<file path="src/usgv_pkg.sv">
// Shared types, constants and arithmetic helpers for the UV sphere vertex generator.
// No dependencies; used by usgv_div and uv_sphere_vertex_generator.
`timescale 1ns / 1ps
`default_nettype none

package usgv_pkg;

  // Field widths
  localparam int unsigned IW = 10;      // ring / sector index
  localparam int unsigned CW = 11;      // ring / sector count and divisor
  localparam int unsigned RW = 16;      // radius and widest register
  localparam int unsigned AW = 2;       // register index
  localparam int unsigned MAX_GRID_DIM = 1024;  // largest effective ring / sector count

  // Divider pipeline depth: two quotient bits per stage, 33 bits at most
  localparam int unsigned DIV_SPS = 2;
  localparam int unsigned DIV_LAT = 17;

  // Register map
  localparam logic [AW-1:0] REG_RADIUS  = 2'd0;
  localparam logic [AW-1:0] REG_RINGS   = 2'd1;
  localparam logic [AW-1:0] REG_SECTORS = 2'd2;

  localparam logic [RW-1:0] RADIUS_RST = 16'd128;
  localparam logic [CW-1:0] COUNT_RST  = 11'd32;

  // Quarter-wave sine polynomial, Q30 coefficients
  localparam logic [31:0] Q30_ONE = 32'h4000_0000;
  localparam logic [31:0] PC1  = 32'd1686629713;
  localparam logic [31:0] PC3  = 32'd693598668;
  localparam logic [31:0] PC5  = 32'd85569306;
  localparam logic [31:0] PC7  = 32'd5026996;
  localparam logic [31:0] PC9  = 32'd172272;
  localparam logic [31:0] PC11 = 32'd3864;
  localparam logic [31:0] HORNER_COEF [5] = '{PC9, PC7, PC5, PC3, PC1};

  typedef struct packed {
    logic [IW-1:0] ring_index;
    logic [IW-1:0] sector_index;
  } in_t;

  typedef struct packed {
    logic signed [23:0] pos_x;
    logic signed [23:0] pos_y;
    logic signed [23:0] pos_z;
    logic signed [15:0] normal_x;
    logic signed [15:0] normal_y;
    logic signed [15:0] normal_z;
    logic [16:0]        tex_u;
    logic [16:0]        tex_v;
    logic [19:0]        vertex_number;
    logic               quad_start;
  } out_t;

  // Fields that ride alongside the math pipeline
  typedef struct packed {
    logic [16:0] tex_u;
    logic [16:0] tex_v;
    logic [19:0] vertex_number;
    logic        quad_start;
  } side_t;

  // Count clamped to [2, mx]
  function automatic logic [CW-1:0] clamp_count(input logic [CW-1:0] c, input int unsigned mx);
    logic [CW-1:0] r;
    if (c < CW'(2)) r = CW'(2);
    else if (32'(c) > mx) r = CW'(mx);
    else r = c;
    return r;
  endfunction

  function automatic logic [15:0] mag16(input logic signed [15:0] v);
    return v[15] ? 16'(-v) : v;
  endfunction

  // Q30 quarter sine to Q1.15: round, cap, apply sign
  function automatic logic signed [15:0] round_q15(input logic [32:0] qs, input logic neg);
    logic [33:0] t;
    logic [15:0] m;
    t = {1'b0, qs} + 34'd16384;
    if (t[33:15] > 19'd32767) m = 16'd32767;
    else m = t[30:15];
    return neg ? $signed(16'(-m)) : $signed(m);
  endfunction

  // Q1.15 product, rounded half away from zero
  function automatic logic signed [15:0] mul_q15(input logic signed [15:0] a,
                                                 input logic signed [15:0] b);
    logic [31:0] p;
    logic [16:0] m;
    p = mag16(a) * mag16(b);
    m = 17'((p + 32'd16384) >> 15);
    return (a[15] ^ b[15]) ? $signed(16'(-m)) : $signed(m[15:0]);
  endfunction

  // Normal times Q8.8 radius, units of 2^-15, saturated to 24 bits
  function automatic logic signed [23:0] scale_pos(input logic signed [15:0] n,
                                                   input logic [RW-1:0] rad);
    logic [31:0] p;
    logic [32:0] t;
    logic [23:0] m;
    p = mag16(n) * rad;
    t = {1'b0, p} + 33'd128;
    if (t[32:8] > 25'd8388607) m = 24'd8388607;
    else m = t[31:8];
    return n[15] ? $signed(24'(-m)) : $signed(m);
  endfunction

endpackage

`default_nettype wire

</file>
<file path="src/usgv_div.sv">
// Pipelined restoring divider, two quotient bits per stage. Depends on usgv_pkg.
// The user must keep the divisor static while items are in flight (not enforced here).
`timescale 1ns / 1ps
`default_nettype none

module usgv_div #(
  parameter int unsigned QB  = 33,
  parameter int unsigned LAT = usgv_pkg::DIV_LAT
) (
  input  logic                   clk_i,
  input  logic                   en_i,
  input  logic [usgv_pkg::CW-1:0] div_i,   // divisor, at least 1
  input  logic [usgv_pkg::CW-1:0] rem_i,   // starting partial remainder, below div_i
  input  logic [QB-1:0]          bits_i,  // numerator bits still to bring down, MSB first
  output logic [QB-1:0]          quo_o
);

  localparam int unsigned DW  = usgv_pkg::CW;
  localparam int unsigned SPS = usgv_pkg::DIV_SPS;

  logic [DW-1:0] rem_q  [LAT];
  logic [QB-1:0] bits_q [LAT];
  logic [QB-1:0] quo_q  [LAT];

  for (genvar j = 0; j < LAT; j++) begin : g_st
    logic [DW-1:0] rem_in, rem_c;
    logic [QB-1:0] bits_in, bits_c, quo_in, quo_c;
    logic [DW:0]   t;

    if (j == 0) begin : g_first
      assign rem_in  = rem_i;
      assign bits_in = bits_i;
      assign quo_in  = '0;
    end else begin : g_next
      assign rem_in  = rem_q[j-1];
      assign bits_in = bits_q[j-1];
      assign quo_in  = quo_q[j-1];
    end

    // up to two shift-compare-subtract steps; none once all quotient bits are done
    always_comb begin
      rem_c  = rem_in;
      bits_c = bits_in;
      quo_c  = quo_in;
      t      = '0;
      for (int k = 0; k < SPS; k++) begin
        if (j * SPS + k < QB) begin
          t      = {rem_c, bits_c[QB-1]};
          bits_c = bits_c << 1;
          if (t >= {1'b0, div_i}) begin
            t     = t - {1'b0, div_i};
            quo_c = {quo_c[QB-2:0], 1'b1};
          end else begin
            quo_c = {quo_c[QB-2:0], 1'b0};
          end
          rem_c = t[DW-1:0];
        end
      end
    end

    always_ff @(posedge clk_i) begin
      if (en_i) begin
        rem_q[j]  <= rem_c;
        bits_q[j] <= bits_c;
        quo_q[j]  <= quo_c;
      end
    end
  end

  assign quo_o = quo_q[LAT-1];

endmodule

`default_nettype wire

</file>
<file path="config.mk">
export PLATFORM = sky130hd
export DESIGN_NAME = usgv_div
export DESIGN_NICKNAME = d
export VERILOG_FILES = /design/src/usgv_pkg.sv /design/src/usgv_div.sv
export SDC_FILE = /design/constraint.sdc
export NUM_CORES = 2
export LEC_CHECK = 0
export BUFFER_PORTS_ARGS = -buffer_cell sky130_fd_sc_hd__buf_2
export CAP_MARGIN = 20
export CORE_ASPECT_RATIO = 1.75
export CORE_MARGIN = 10
export CORE_UTILIZATION = 30
export CTS_CLUSTER_SIZE = 20
export DETAILED_ROUTE_END_ITERATION = 10
export GPL_ROUTABILITY_DRIVEN = 0
export GPL_TIMING_DRIVEN = 0
export PLACE_DENSITY = 0.41
export SKIP_CTS_REPAIR_TIMING = 1
export SYNTH_ARGS = -nofsm -noshare
export SYNTH_HDL_FRONTEND = slang
export SYNTH_SLANG_ARGS = --single-unit
</file>
<file path="constraint.sdc">
create_clock -name clk_i -period 12.94 [get_ports clk_i]
set_input_delay 1.294 -clock clk_i [delete_from_list [all_inputs] [get_ports clk_i]]
set_output_delay 1.294 -clock clk_i [all_outputs]
set_load 0.02 [all_outputs]
</file>
==> flow_summary.ini <==
[layout]
drive_above_1_share_pct = 13.4
finalInstanceArea_sq_um = 48800
syn2layout_area_growth_pct = 14.0
finish.net_count = 4090
post-route-util_pct = 34.4

[floorplan]
chipHeight_microns = 520
core_area_sq_um = 142000
total_i_o_pin_count = 90
floorplan.initialDensity_pct = 30.2
design.die.area_sq_um = 159000
row_count = 183
floorplan.die.width_microns = 306

[route]
drt-total-wl_microns = 100000
firstDrtPassIters = 5
routed-via-count = 27400
detailedRoute.firstIterationViolations = 1110
drc_errors = 0
route.antenna.remaining_nets = 0
drt-vias-per-instance = 4.93
detail_route.wl_per_cell_microns = 18.1

[timing]
count_of_pins_over_their_slew_limit = 0
worst_pin_slew_ns = 0.819
finalSetupTns_ns = 0
fmaxAchievable_ghz = 0.147
finClkSkew_ns = 0.0370
post_layout_minimum_cycle_time_ns = 6.79
post-route-period-util_pct = 52.5
rsz0062_at_grt = no
timing.hold.ws_ns = 0.398
timing_hold_violations_final = 0
slew-limit-headroom_pct = 45.4
final-setup-viol-count = 0

[clock_network]
cts.htree.levels = 3
cts-root-to-sink-buffers = 3
insertion_delay_ns = 0.69
cts_tree = built
tritoncts.num_buffers = 82
clk_pin_slew_worst_paths_ns = 0.07
numClockSinks = 737
ctsRootBufferMaster = sky130_fd_sc_hd__clkbuf_16

[grt]
grt_first_pass_wirelength_microns = 157000
grt_antenna_before_repair = 1
grt_max_degree = 119
grt_remaining_overflow = 0
first_global_vias = 28200
gr-usage-all-layers_pct = 12.4

[logic_synthesis]
count_of_flip_flops_with_a_built_in_enable_after_synthesis = 737
synthesis.yosys.warnings = 0
async_flop_share_pct = 0
netlist_area_sq_um = 42800
syn_area_per_cell_sq_um = 12.4
synth.cells.most_frequent = sky130_fd_sc_hd__edfxtp_1, sky130_fd_sc_hd__ha_1, sky130_fd_sc_hd__nor2_1, sky130_fd_sc_hd__inv_1, sky130_fd_sc_hd__a21oi_1
synth_sequential_area_ratio_pct = 51.7
postSynthRegisterBits = 737
post-synth-top-count-cell = sky130_fd_sc_hd__edfxtp_1
synth_fp_nets = 3899
synth_top_flop_cell = sky130_fd_sc_hd__edfxtp_1
netlist_top_cells_area = sky130_fd_sc_hd__edfxtp_1, sky130_fd_sc_hd__ha_1, sky130_fd_sc_hd__mux2_2, sky130_fd_sc_hd__xnor2_1, sky130_fd_sc_hd__mux2i_1
yosys.area.top_type_share_pct = 51.7
synth.largest_area_cell = sky130_fd_sc_hd__edfxtp_1
post_synth_inst_count = 3447
synth.lib_cells_used.distinct = 90

[critical_path]
crit_arrival_ns = 7.23
critical_path_required_ns = 13.38
worst-r2r-cell-count = 20
flop2flop_setup_slack_ns = 7.04
worstReg2RegStart = bits_q[0][383]
criticalPathCategory = in2reg
timing.critical_path.fanout_max = 17
reg2reg_to = rem_q[0][133]
critical_path.startpoint_type = primary input
end_kind = flop

[min_path]
hold_path_startpoint = bits_q[0][78]
hold-path-endpoint = bits_q[0][112]
hp-class = reg2reg
worstHoldPathCells = 0

[placed_design]
placement.cell_area_sq_um = 46000
dpl.hpwl_microns = 71800
buffer_ports.inserted = 89

[run_status]
outcome = complete, no violations

[run]
timing.max_cap.violations = 0
-- layout make-up --
type	instances	area [sq um]
fillers	14100	93100
inverters	207	777
repair buffers	107	881
multi-input cells	2448	19700
diodes	1	2.50
plain buffers	55	264
clock inverters	59	728
well taps	1850	2310
flip-flops and latches	737	22100
clock buffers	92	2090
-- per-layer routing --
metal  vias up  GRT usage (%)  wire length [microns]
met1     13300           12.9                  39000
met5         -              0                      0
met2       302           24.7                  55800
li1      13700              -                      -
met4         0           4.78                   3200
met3       168           1.74                   2500
-- registers in the layout, summed over array words and instances, names as in the netlist --
register	cells
bits_q	256
quo_q	305
rem_q	176
-- metrics by stage --
stage / setup slack (ns) / instances
after global placement: -1.92 / 5386
after global routing: 5.75 / 5556
after CTS: 6.03 / 5555
final: 6.15 / 5556
after floorplan: 6.85 / 3447
after detailed placement: 5.27 / 5404
-- kinds of logic after synthesis --
logic type / Yosys count / synth area share [%]
flops: 737 / 51.7
simple gates: 827 / 9.85
xor+xnor: 232 / 4.74
buf+inv: 262 / 2.43
fa+ha+maj: 395 / 12.1
compound gates: 664 / 10.7
mux: 330 / 8.47
-- placed cells by master, fill, tap and decap left out, drive strengths merged, types with 18 or more instances in the layout --
master,netlist,layout
clkinv,0,35
fa,32,32
a311oi,19,19
mux2i,88,88
edfxtp,737,737
nor2b,59,59
o2111ai,18,18
a21oi,176,176
ha,363,363
a31oi,25,25
xor2,75,75
buf,33,140
nand3b,18,18
or2,27,27
a21o,58,58
nor2,225,225
o21a,25,25
o211ai,36,36
clkbuf,21,113
inv,207,213
nand2b,30,30
nand3,51,51
o21ai,130,130
nand2,137,137
xnor2,157,157
mux2,242,242
nor4,40,40
a2111oi,19,19
and4,18,18
nor3,110,110
nand4,48,48
a211oi,25,25
-- worst max-delay path: stages --
cell	delay (ns)
sky130_fd_sc_hd__buf_4	0.23
sky130_fd_sc_hd__inv_2	0.61
sky130_fd_sc_hd__buf_12	0.28
sky130_fd_sc_hd__ha_1	0.27
sky130_fd_sc_hd__and4_1	0.24
sky130_fd_sc_hd__o21a_1	0.18
sky130_fd_sc_hd__o21ai_1	0.20
sky130_fd_sc_hd__a22o_1	0.27
sky130_fd_sc_hd__buf_1	0.49
sky130_fd_sc_hd__mux2_2	0.42
sky130_fd_sc_hd__ha_1	0.34
sky130_fd_sc_hd__and2_1	0.20
sky130_fd_sc_hd__o21ai_0	0.23
sky130_fd_sc_hd__a31oi_1	0.22
sky130_fd_sc_hd__o21ai_0	0.25
sky130_fd_sc_hd__a21oi_1	0.14
sky130_fd_sc_hd__a2111oi_4	0.63
sky130_fd_sc_hd__inv_2	0.27
sky130_fd_sc_hd__mux2_1	0.38
-- worst max path at each step --
stage	startpoint	end	slack [ns]	depth (start not counted)
finish	div_i[1]	rem_q[0][48]	6.15	19
detailed placement	div_i[1]	rem_q[0][48]	5.27	19
floorplan	div_i[3]	rem_q[0][113]	6.85	19
global placement	en_i	quo_q[0][552]	-1.92	1
CTS	div_i[1]	rem_q[0][48]	6.03	19
global route	div_i[1]	rem_q[0][50]	5.75	19
Power is not shown: default switching activity piles up to over one toggle a cycle in this logic, so the estimate is an artifact.
